### src/nsme_pkg.sv
`timescale 1ns / 1ps
package nsme_pkg;

    // Input item kinds carried in s_tuser.
    typedef enum logic [1:0] {
        OP_NOTE  = 2'd0,
        OP_FRAME = 2'd1,
        OP_PEAK  = 2'd2,
        OP_NONE  = 2'd3
    } op_t;

    // Configuration register indexes.
    localparam logic CFG_NOTE_BASE = 1'b0;
    localparam logic CFG_MAX_VEL   = 1'b1;

    // MIDI status bytes, channel 0.
    localparam logic [7:0] STATUS_ON  = 8'h90;
    localparam logic [7:0] STATUS_OFF = 8'h80;

    // Log2 result format: signed, 16 fraction bits.
    localparam int LOG_FRAC = 16;
    localparam int LOG_W    = 23;
    localparam int PROD_W   = 30;

    localparam logic [6:0] VEL_MAX = 7'd127;

    typedef enum logic [3:0] {
        BK_IDLE,
        BK_NORM,
        BK_SQ,
        BK_LOGDONE,
        BK_MUL,
        BK_DIVCHK,
        BK_DIV,
        BK_EMIT,
        BK_SCAN
    } bk_state_t;

    // Queue status seen by the two sides.
    typedef struct packed {
        logic full;
        logic empty;
    } q_stat_t;

endpackage

### src/nsme_queue.sv
`timescale 1ns / 1ps
module nsme_queue #(
    parameter int WIDTH = 8
) (
    input  logic                  aclk,
    input  logic                  aresetn,
    input  logic                  push,
    input  logic [WIDTH-1:0]      push_data,
    input  logic                  pop,
    output logic [WIDTH-1:0]      head_data,
    output nsme_pkg::q_stat_t     stat
);
    import nsme_pkg::*;

    logic [WIDTH-1:0] mem_reg [2];
    logic             wr_ptr_reg, rd_ptr_reg;
    logic [1:0]       count_reg;

    // Two-entry queue between the front and back parts.
    always_ff @(posedge aclk) begin
        if (!aresetn) begin
            wr_ptr_reg <= 1'b0;
            rd_ptr_reg <= 1'b0;
            count_reg  <= 2'd0;
        end else begin
            if (push) begin
                wr_ptr_reg <= ~wr_ptr_reg;
            end
            if (pop) begin
                rd_ptr_reg <= ~rd_ptr_reg;
            end
            count_reg <= count_reg + {1'b0, push} - {1'b0, pop};
        end
    end

    always_ff @(posedge aclk) begin
        if (push) begin
            mem_reg[wr_ptr_reg] <= push_data;
        end
    end

    assign head_data  = mem_reg[rd_ptr_reg];
    assign stat.full  = (count_reg == 2'd2);
    assign stat.empty = (count_reg == 2'd0);
endmodule

### src/nsme_front.sv
`timescale 1ns / 1ps
module nsme_front #(
    parameter int NOTE_SPAN     = 64,
    parameter int AMP_FRAC_BITS = 16
) (
    input  logic                        aclk,
    input  logic                        aresetn,
    input  logic                        in_valid,
    output logic                        in_ready,
    input  logic [1:0]                  in_op,
    input  logic [6:0]                  in_note,
    input  logic [31:0]                 in_amp,
    input  logic [6:0]                  note_base,
    input  nsme_pkg::q_stat_t           q_stat,
    output logic                        q_push,
    output logic [NOTE_SPAN+71:0]       q_data
);
    import nsme_pkg::*;

    localparam int IW = (NOTE_SPAN > 1) ? $clog2(NOTE_SPAN) : 1;
    localparam logic [31:0] PEAK_RESET = 32'(((64'd1 << AMP_FRAC_BITS) + 64'd5) / 64'd10);

    logic [NOTE_SPAN-1:0] prev_reg, prev_next;
    logic [NOTE_SPAN-1:0] cur_reg, cur_next;
    logic [31:0]          peak_reg, peak_next;

    logic                 accept;
    logic [7:0]           rel;
    logic                 in_win;
    logic [NOTE_SPAN-1:0] bit_sel;
    logic [NOTE_SPAN-1:0] key_ok;
    logic [NOTE_SPAN-1:0] gone;
    logic [31:0]          new_peak;

    assign in_ready = ~q_stat.full;
    assign accept   = in_valid & in_ready;

    // Window check and the set bit of the event.
    assign rel     = {1'b0, in_note} - {1'b0, note_base};
    assign in_win  = (in_note >= note_base) && (rel < 8'(NOTE_SPAN));
    assign bit_sel = NOTE_SPAN'(1) << rel[IW-1:0];
    assign new_peak = (in_amp > peak_reg) ? in_amp : peak_reg;

    // Notes whose key stays within the MIDI range under the current base.
    always_comb begin
        for (int i = 0; i < NOTE_SPAN; i++) begin
            key_ok[i] = ({1'b0, note_base} + 8'(i)) <= 8'd127;
        end
    end
    assign gone = prev_reg & ~cur_reg & key_ok;

    // Classify the item, update the sets and the peak, and queue work.
    always_comb begin
        prev_next = prev_reg;
        cur_next  = cur_reg;
        peak_next = peak_reg;
        q_push    = 1'b0;
        q_data    = {gone, new_peak, in_amp, in_note, 1'b0};
        if (accept) begin
            case (op_t'(in_op))
                OP_NOTE: begin
                    if (in_win) begin
                        cur_next  = cur_reg | bit_sel;
                        peak_next = new_peak;
                        q_push    = ((prev_reg & bit_sel) == '0);
                        q_data    = {gone, new_peak, in_amp, in_note, 1'b1};
                    end
                end
                OP_FRAME: begin
                    prev_next = cur_reg;
                    cur_next  = '0;
                    q_push    = (gone != '0);
                    q_data    = {gone, new_peak, in_amp, in_note, 1'b0};
                end
                OP_PEAK: begin
                    peak_next = PEAK_RESET;
                end
                default: begin
                end
            endcase
        end
    end

    always_ff @(posedge aclk) begin
        if (!aresetn) begin
            prev_reg <= '0;
            cur_reg  <= '0;
            peak_reg <= PEAK_RESET;
        end else begin
            prev_reg <= prev_next;
            cur_reg  <= cur_next;
            peak_reg <= peak_next;
        end
    end
endmodule

### src/nsme_back.sv
`timescale 1ns / 1ps
module nsme_back #(
    parameter int NOTE_SPAN     = 64,
    parameter int AMP_FRAC_BITS = 16
) (
    input  logic                        aclk,
    input  logic                        aresetn,
    input  nsme_pkg::q_stat_t           q_stat,
    input  logic [NOTE_SPAN+71:0]       q_data,
    output logic                        q_pop,
    input  logic [6:0]                  note_base,
    input  logic [6:0]                  max_velocity,
    output logic                        out_valid,
    input  logic                        out_ready,
    output logic [7:0]                  out_status,
    output logic [6:0]                  out_key,
    output logic [6:0]                  out_vel,
    output logic                        out_last
);
    import nsme_pkg::*;

    localparam int IW = (NOTE_SPAN > 1) ? $clog2(NOTE_SPAN) : 1;
    localparam logic [LOG_W-1:0] FRAC_OFS = LOG_W'(AMP_FRAC_BITS) << LOG_FRAC;

    bk_state_t            state_reg, state_next;
    logic [6:0]           note_reg, note_next;
    logic [31:0]          peak_reg, peak_next;
    logic [31:0]          x_reg, x_next;
    logic [31:0]          m_reg, m_next;
    logic [4:0]           p_reg, p_next;
    logic [15:0]          frac_reg, frac_next;
    logic [3:0]           cnt_reg, cnt_next;
    logic                 which_reg, which_next;
    logic [LOG_W-1:0]     la_reg, la_next;
    logic [LOG_W-1:0]     num_reg, num_next;
    logic [LOG_W-1:0]     den_reg, den_next;
    logic [PROD_W-1:0]    rem_reg, rem_next;
    logic [2:0]           k_reg, k_next;
    logic [6:0]           vel_reg, vel_next;
    logic [NOTE_SPAN-1:0] gone_reg, gone_next;
    logic [IW-1:0]        idx_reg, idx_next;
    logic                 ovalid_reg, ovalid_next;
    logic [7:0]           ostatus_reg, ostatus_next;
    logic [6:0]           okey_reg, okey_next;
    logic [6:0]           ovel_reg, ovel_next;
    logic                 olast_reg, olast_next;

    logic                 out_free;
    logic [4:0]           lead;
    logic [63:0]          sq;
    logic [32:0]          sq_hi;
    logic [LOG_W-1:0]     lval;
    logic [PROD_W-1:0]    div_d;

    // Position of the leading one of the value under conversion.
    always_comb begin
        lead = 5'd0;
        for (int i = 0; i < 32; i++) begin
            if (x_reg[i]) begin
                lead = 5'(i);
            end
        end
    end

    assign sq      = 64'(m_reg) * 64'(m_reg);
    assign sq_hi   = sq[63:31];
    assign lval    = LOG_W'({p_reg, frac_reg}) - FRAC_OFS;
    assign div_d   = PROD_W'(den_reg) << k_reg;
    assign out_free = ~ovalid_reg | out_ready;

    // Sequencer: two log2 conversions, scaling, a short divide, or a note-off scan.
    always_comb begin
        state_next   = state_reg;
        note_next    = note_reg;
        peak_next    = peak_reg;
        x_next       = x_reg;
        m_next       = m_reg;
        p_next       = p_reg;
        frac_next    = frac_reg;
        cnt_next     = cnt_reg;
        which_next   = which_reg;
        la_next      = la_reg;
        num_next     = num_reg;
        den_next     = den_reg;
        rem_next     = rem_reg;
        k_next       = k_reg;
        vel_next     = vel_reg;
        gone_next    = gone_reg;
        idx_next     = idx_reg;
        ovalid_next  = ovalid_reg & ~out_ready;
        ostatus_next = ostatus_reg;
        okey_next    = okey_reg;
        ovel_next    = ovel_reg;
        olast_next   = olast_reg;
        q_pop        = 1'b0;
        case (state_reg)
            BK_IDLE: begin
                if (!q_stat.empty) begin
                    q_pop     = 1'b1;
                    note_next = q_data[7:1];
                    peak_next = q_data[71:40];
                    x_next    = q_data[39:8];
                    gone_next = q_data[NOTE_SPAN+71:72];
                    idx_next  = '0;
                    which_next = 1'b0;
                    if (!q_data[0]) begin
                        state_next = BK_SCAN;
                    end else if (q_data[39:8] == '0 || q_data[71:40] == '0) begin
                        vel_next   = VEL_MAX;
                        state_next = BK_EMIT;
                    end else begin
                        state_next = BK_NORM;
                    end
                end
            end
            BK_NORM: begin
                p_next     = lead;
                m_next     = x_reg << (5'd31 - lead);
                frac_next  = '0;
                cnt_next   = '0;
                state_next = BK_SQ;
            end
            BK_SQ: begin
                // One fraction bit per squaring of the mantissa.
                if (sq_hi[32]) begin
                    m_next    = sq_hi[32:1];
                    frac_next = {frac_reg[14:0], 1'b1};
                end else begin
                    m_next    = sq_hi[31:0];
                    frac_next = {frac_reg[14:0], 1'b0};
                end
                cnt_next = cnt_reg + 4'd1;
                if (cnt_reg == 4'd15) begin
                    state_next = BK_LOGDONE;
                end
            end
            BK_LOGDONE: begin
                if (!which_reg) begin
                    la_next    = lval;
                    x_next     = peak_reg;
                    which_next = 1'b1;
                    state_next = BK_NORM;
                end else if (lval == '0) begin
                    vel_next   = VEL_MAX;
                    state_next = BK_EMIT;
                end else if (la_reg == '0 || (la_reg[LOG_W-1] != lval[LOG_W-1])) begin
                    vel_next   = '0;
                    state_next = BK_EMIT;
                end else begin
                    num_next   = la_reg[LOG_W-1] ? (~la_reg + 1'b1) : la_reg;
                    den_next   = lval[LOG_W-1] ? (~lval + 1'b1) : lval;
                    state_next = BK_MUL;
                end
            end
            BK_MUL: begin
                rem_next   = PROD_W'(num_reg) * PROD_W'(max_velocity);
                state_next = BK_DIVCHK;
            end
            BK_DIVCHK: begin
                // A quotient of 128 or more clamps to the top velocity.
                k_next   = 3'd6;
                vel_next = '0;
                if (rem_reg >= (PROD_W'(den_reg) << 7)) begin
                    vel_next   = VEL_MAX;
                    state_next = BK_EMIT;
                end else begin
                    state_next = BK_DIV;
                end
            end
            BK_DIV: begin
                if (rem_reg >= div_d) begin
                    rem_next = rem_reg - div_d;
                    vel_next = vel_reg | (7'd1 << k_reg);
                end
                k_next = k_reg - 3'd1;
                if (k_reg == 3'd0) begin
                    state_next = BK_EMIT;
                end
            end
            BK_EMIT: begin
                if (out_free) begin
                    ovalid_next  = 1'b1;
                    ostatus_next = STATUS_ON;
                    okey_next    = note_reg;
                    ovel_next    = vel_reg;
                    olast_next   = 1'b1;
                    state_next   = BK_IDLE;
                end
            end
            BK_SCAN: begin
                // Walk the gone set upward, one note a cycle; a set note waits while the output holds a message.
                if (gone_reg == '0) begin
                    state_next = BK_IDLE;
                end else if (!gone_reg[0] || out_free) begin
                    if (gone_reg[0]) begin
                        ovalid_next  = 1'b1;
                        ostatus_next = STATUS_OFF;
                        okey_next    = 7'(8'(note_base) + 8'(idx_reg));
                        ovel_next    = '0;
                        olast_next   = ((gone_reg >> 1) == '0);
                    end
                    gone_next = gone_reg >> 1;
                    idx_next  = idx_reg + 1'b1;
                end
            end
            default: begin
                state_next = BK_IDLE;
            end
        endcase
    end

    always_ff @(posedge aclk) begin
        if (!aresetn) begin
            state_reg  <= BK_IDLE;
            ovalid_reg <= 1'b0;
        end else begin
            state_reg  <= state_next;
            ovalid_reg <= ovalid_next;
        end
    end

    always_ff @(posedge aclk) begin
        note_reg    <= note_next;
        peak_reg    <= peak_next;
        x_reg       <= x_next;
        m_reg       <= m_next;
        p_reg       <= p_next;
        frac_reg    <= frac_next;
        cnt_reg     <= cnt_next;
        which_reg   <= which_next;
        la_reg      <= la_next;
        num_reg     <= num_next;
        den_reg     <= den_next;
        rem_reg     <= rem_next;
        k_reg       <= k_next;
        vel_reg     <= vel_next;
        gone_reg    <= gone_next;
        idx_reg     <= idx_next;
        ostatus_reg <= ostatus_next;
        okey_reg    <= okey_next;
        ovel_reg    <= ovel_next;
        olast_reg   <= olast_next;
    end

    assign out_valid  = ovalid_reg;
    assign out_status = ostatus_reg;
    assign out_key    = okey_reg;
    assign out_vel    = ovel_reg;
    assign out_last   = olast_reg;
endmodule

### src/note_set_to_midi_events_core.sv
`timescale 1ns / 1ps
// A note-on beat passes the queue pop, two log2 conversions on one squaring multiplier,
// a scaling multiply, a range check and a 7-step divide before its note-on is emitted.
// The back part pops a new beat once done with the last; a frame-end beat emits one note-off
// per cycle while the output is free. Beats are accepted while the two-entry queue has room.
// Reset (synchronous, aresetn low) clears both note sets, sets the peak to 0.1,
// note_base to 28 and max_velocity to 127.
module note_set_to_midi_events_core #(
    parameter int NOTE_SPAN     = 64,
    parameter int AMP_FRAC_BITS = 16
) (
    input  logic        aclk,
    input  logic        aresetn,
    input  logic        s_tvalid,
    output logic        s_tready,
    input  logic [39:0] s_tdata,   // note_number[6:0], amplitude[38:7]
    input  logic [1:0]  s_tuser,   // op[1:0]
    output logic        m_tvalid,
    input  logic        m_tready,
    output logic [23:0] m_tdata,   // status_byte[7:0], key[14:8], velocity[21:15]
    output logic        m_tlast,
    input  logic        cfg_we,
    input  logic        cfg_index,
    input  logic [6:0]  cfg_data
);
    import nsme_pkg::*;

    localparam int QW = NOTE_SPAN + 72;

    logic [6:0]    note_base_reg;
    logic [6:0]    max_vel_reg;
    logic          q_push, q_pop;
    logic [QW-1:0] q_in, q_head;
    q_stat_t       q_stat;
    logic [7:0]    o_status;
    logic [6:0]    o_key, o_vel;

    // Configuration registers.
    always_ff @(posedge aclk) begin
        if (!aresetn) begin
            note_base_reg <= 7'd28;
            max_vel_reg   <= 7'd127;
        end else if (cfg_we) begin
            if (cfg_index == CFG_NOTE_BASE) begin
                note_base_reg <= cfg_data;
            end else if (cfg_index == CFG_MAX_VEL) begin
                max_vel_reg <= cfg_data;
            end
        end
    end

    nsme_front #(.NOTE_SPAN(NOTE_SPAN), .AMP_FRAC_BITS(AMP_FRAC_BITS)) u_front (
        .aclk      (aclk),
        .aresetn   (aresetn),
        .in_valid  (s_tvalid),
        .in_ready  (s_tready),
        .in_op     (s_tuser),
        .in_note   (s_tdata[6:0]),
        .in_amp    (s_tdata[38:7]),
        .note_base (note_base_reg),
        .q_stat    (q_stat),
        .q_push    (q_push),
        .q_data    (q_in)
    );

    nsme_queue #(.WIDTH(QW)) u_queue (
        .aclk      (aclk),
        .aresetn   (aresetn),
        .push      (q_push),
        .push_data (q_in),
        .pop       (q_pop),
        .head_data (q_head),
        .stat      (q_stat)
    );

    nsme_back #(.NOTE_SPAN(NOTE_SPAN), .AMP_FRAC_BITS(AMP_FRAC_BITS)) u_back (
        .aclk         (aclk),
        .aresetn      (aresetn),
        .q_stat       (q_stat),
        .q_data       (q_head),
        .q_pop        (q_pop),
        .note_base    (note_base_reg),
        .max_velocity (max_vel_reg),
        .out_valid    (m_tvalid),
        .out_ready    (m_tready),
        .out_status   (o_status),
        .out_key      (o_key),
        .out_vel      (o_vel),
        .out_last     (m_tlast)
    );

    assign m_tdata = {2'b00, o_vel, o_key, o_status};
endmodule

### config.mk
export PLATFORM = sky130hd
export DESIGN_NAME = note_set_to_midi_events_core
export DESIGN_NICKNAME = d
export VERILOG_FILES = /design/src/nsme_pkg.sv /design/src/nsme_queue.sv /design/src/nsme_front.sv /design/src/nsme_back.sv /design/src/note_set_to_midi_events_core.sv
export SDC_FILE = /design/constraint.sdc
export NUM_CORES = 2
export LEC_CHECK = 0
export ABC_AREA = 1
export BUFFER_PORTS_ARGS = -buffer_cell sky130_fd_sc_hd__buf_4
export CORE_ASPECT_RATIO = 0.6
export CORE_UTILIZATION = 45
export DETAILED_ROUTE_END_ITERATION = 10
export PLACE_DENSITY = 0.67
export SETUP_SLACK_MARGIN = 0.3
export SLEW_MARGIN = 20
export SYNTH_ARGS = -nofsm -noshare
export SYNTH_HDL_FRONTEND = slang
export SYNTH_SLANG_ARGS = --single-unit
### constraint.sdc
create_clock -name aclk -period 11.95 [get_ports aclk]
set_clock_uncertainty 0.15 [all_clocks]
set_input_delay 2.39 -clock aclk [delete_from_list [all_inputs] [get_ports aclk]]
set_output_delay 2.39 -clock aclk [all_outputs]
set_load 0.01 [all_outputs]
==> impl_metrics.yaml <==
detailed_routing:
  dr_wl_met3_um: 19300
  drt_iter0_drc: 5261
  vias_per_cell: 5.32
  wl_met2_um: 80800
  vias: 54400
  routed_wirelength_um: 191000
  ant_nets: 0
  maxUsedRoutingLayer: "met5"
  drcViolationCount: 8
  routedWlPerCell_um: 18.7
  first_pass_iters: 9
  wl_met1_um: 86800
setup_path:
  r2r_slack_ns: 2.46
  worst_ep_arrival_time_ns: 9.76
  cp-startpoint: "u_back.m_reg[3]"
  crit_slowest_cell: "edfxtp_1"
  end_kind: "register"
  reg2reg_to: "u_back.m_reg[15]"
  r2r_start: "u_back.m_reg[3]"
  cp_max_fo: 21
  critPathBufInv: 10
  crit_cells: 34
  cp-start-kind: "register"
  cp_slowest_stage_delay_ns: 1.08
  crit_family: "adder cells"
  ff2ff_path_depth: 34
  cp.required_ns: 12.23
  critical_path_class: "register to register"
  endpoint: "u_back.m_reg[15]"
run_status:
  violations: "DRC"
  outcome: "complete, but fails checks"
final_layout:
  layout_commonest_cell: "inv_1"
  syn2layout_area_growth_pct: 7.38
  drive_above_1_share_pct: 4.69
  nets: 9480
  largest_reg_flops: 272
  final_cell_mix: "inv_1 (1878), nand2_1 (1599), fa_1 (908)"
yosys:
  synth_cells: 8111
  synth.distinct_cells: 67
  avgSynthCellArea_sq_um: 8.88
  ys_warn_count: 0
  seq_area_frac_synth_pct: 29.9
  synth_area_sq_mm: 0.0720
  synth_flop_cell: "edfxtp_1"
  async_reset_ff_share_pct: 0
  yosys_register_bits: 778
  synth_edf_count: 594
timing:
  hold_viol_final: 0
  slew_headroom_pct: 23.3
  timing.final.crit_period_ns: 9.49
  slew_viol_final: 0
  tightest_slew_ns: 1.15
  finalSetupViolations: 0
  tns_ns: 0
  fmax_ghz: 0.105
  rsz0062_at_grt: "no"
  post-route-period-util_pct: 79.4
floorplan:
  fp.dieArea_sq_mm: 0.162
  die_y_um: 312
  ioPinCount: 82
  start_util_pct: 45.4
  dieWidth_um: 519
  num_rows: 113
  core_sq_mm: 0.159
placement:
  port-buffer-count: 71
  gp_congestion: 0.957
  place_hpwl_um: 149000
clock_network:
  cts_max_level: 3
  clkLatencyLatePin_ns: 0.72
  clock-sinks: 778
  cts_resized: 0
  postCtsSetupBuffers: 0
  clkSlewWorstSetupHoldPaths_ns: 0.07
  clockRootBuffer: "clkbuf_16"
  ctsLongestPathBuffers: 3
  hold_buffers: 0
  numCtsBuffers: 74
  cts_tree: "yes"
flow_run:
  cap_violations: 0
global_route:
  grt_pass1_wl_um: 305000
  grt_pass1_vias: 54800
  antenna_found_initial: 6
  grt_max_degree: 89
  overflow: 0
  grtUsageTotal_pct: 24.0
worst_hold_path:
  hold_class: "register to register"
==> metrics by stage <==
stage / utilization (%) / hold slack [ns] / setup slack (ns) / instances / cell area, sq um
finish: 48.8 / 0.317 / 2.46 / 10200 / 77400
global route: 48.8 / 0.336 / 1.91 / 10200 / 77300
CTS: 48.7 / 0.307 / 2.54 / 10200 / 77300
detailed placement: 47.2 / 0.305 / 2.56 / 10100 / 74800
global placement: 47.1 / 0.275 / 2.55 / 10100 / 74800
floorplan: - / 0.276 / 0.390 / 8122 / 72100
==> cells in the mapped netlist (all sizes together), types with 2 or more instances <==
master / n / area, sq um
buf: 65 / 319
nor2: 343 / 1300
mux2: 57 / 642
a22oi: 2 / 15.0
a22o: 2 / 17.5
a2111oi: 2 / 17.5
a31o: 7 / 61.3
a41oi: 2 / 17.5
o21ai: 388 / 1950
a211oi: 20 / 150
a21oi: 449 / 2250
xor2: 101 / 885
a31oi: 40 / 250
clkinv: 4 / 15.0
or2: 13 / 81.3
ha: 468 / 5860
nand4: 70 / 438
o2111ai: 8 / 70.1
conb: 2 / 7.51
o21bai: 22 / 165
fa: 908 / 18200
a21o: 10 / 75.1
o22ai: 15 / 93.8
xnor2: 48 / 420
o311ai: 4 / 35.0
o221ai: 3 / 26.3
o31ai: 8 / 60.1
clkbuf: 237 / 890
inv: 1882 / 7060
edfxtp: 594 / 17800
nor4: 52 / 325
o21a: 13 / 97.6
nor3: 66 / 342
nand2: 1605 / 6050
dfxtp: 184 / 3680
nand3: 330 / 1650
o211ai: 53 / 398
a21boi: 2 / 18.8
and2: 2 / 12.5
mux2i: 17 / 170
==> cell families (layout without fill, tap and decap cells) <==
kind of cell	after synthesis	after routing	synth area share (%)
compound gates	1058	1058	8.10
xor+xnor	149	149	1.81
fa+ha+maj	1376	1376	33.4
buf+inv	2188	2174	11.5
flops	778	778	29.9
mux	74	74	1.13
other cells	2	18	0.0104
simple gates	2486	2486	14.2
==> worst reg2reg max path: cells and delay by family, from the launching register on <==
kind / cells / cell delay, ns
adders and majority gates: 9 / 4.36
AOI/OAI and AO/OA: 8 / 1.57
and+or+nand+nor: 7 / 0.95
DFF: 1 / 1.08
buffers and inverters: 10 / 1.13
==> how the worst min path moves through the flow <==
stage,cells past startpoint,to,startpoint,slack [ns]
floorplan,1,register,u_queue.rd_ptr_reg,0.28
global placement,1,register,u_queue.rd_ptr_reg,0.27
detailed placement,1,register,u_queue.rd_ptr_reg,0.31
CTS,0,u_back.num_reg[0],u_back.la_reg[0],0.31
global route,1,register,u_queue.rd_ptr_reg,0.34
finish,2,u_front.peak_reg[13],u_front.peak_reg[13],0.32
==> per-layer routing <==
layer  global-route usage, %  vias to the layer above
li1                        -                    25300
met1                    35.3                    26800
met2                    35.0                     2146
met3                    6.30                      251
met4                    5.85                        6
met5                       0                        -
==> final cells by class <==
cell class / instances / area (sq um)
diodes: 5 / 12.5
clock buffers: 88 / 1990
clock inverters: 47 / 519
fillers: 14700 / 81300
inverters: 1886 / 7080
multi-input cells: 5156 / 42400
flip-flops and latches: 778 / 21500
well taps: 2127 / 2660
repair buffers: 153 / 1190
Power is not shown: default switching activity piles up to over one toggle a cycle in this logic, so the estimate is an artifact.
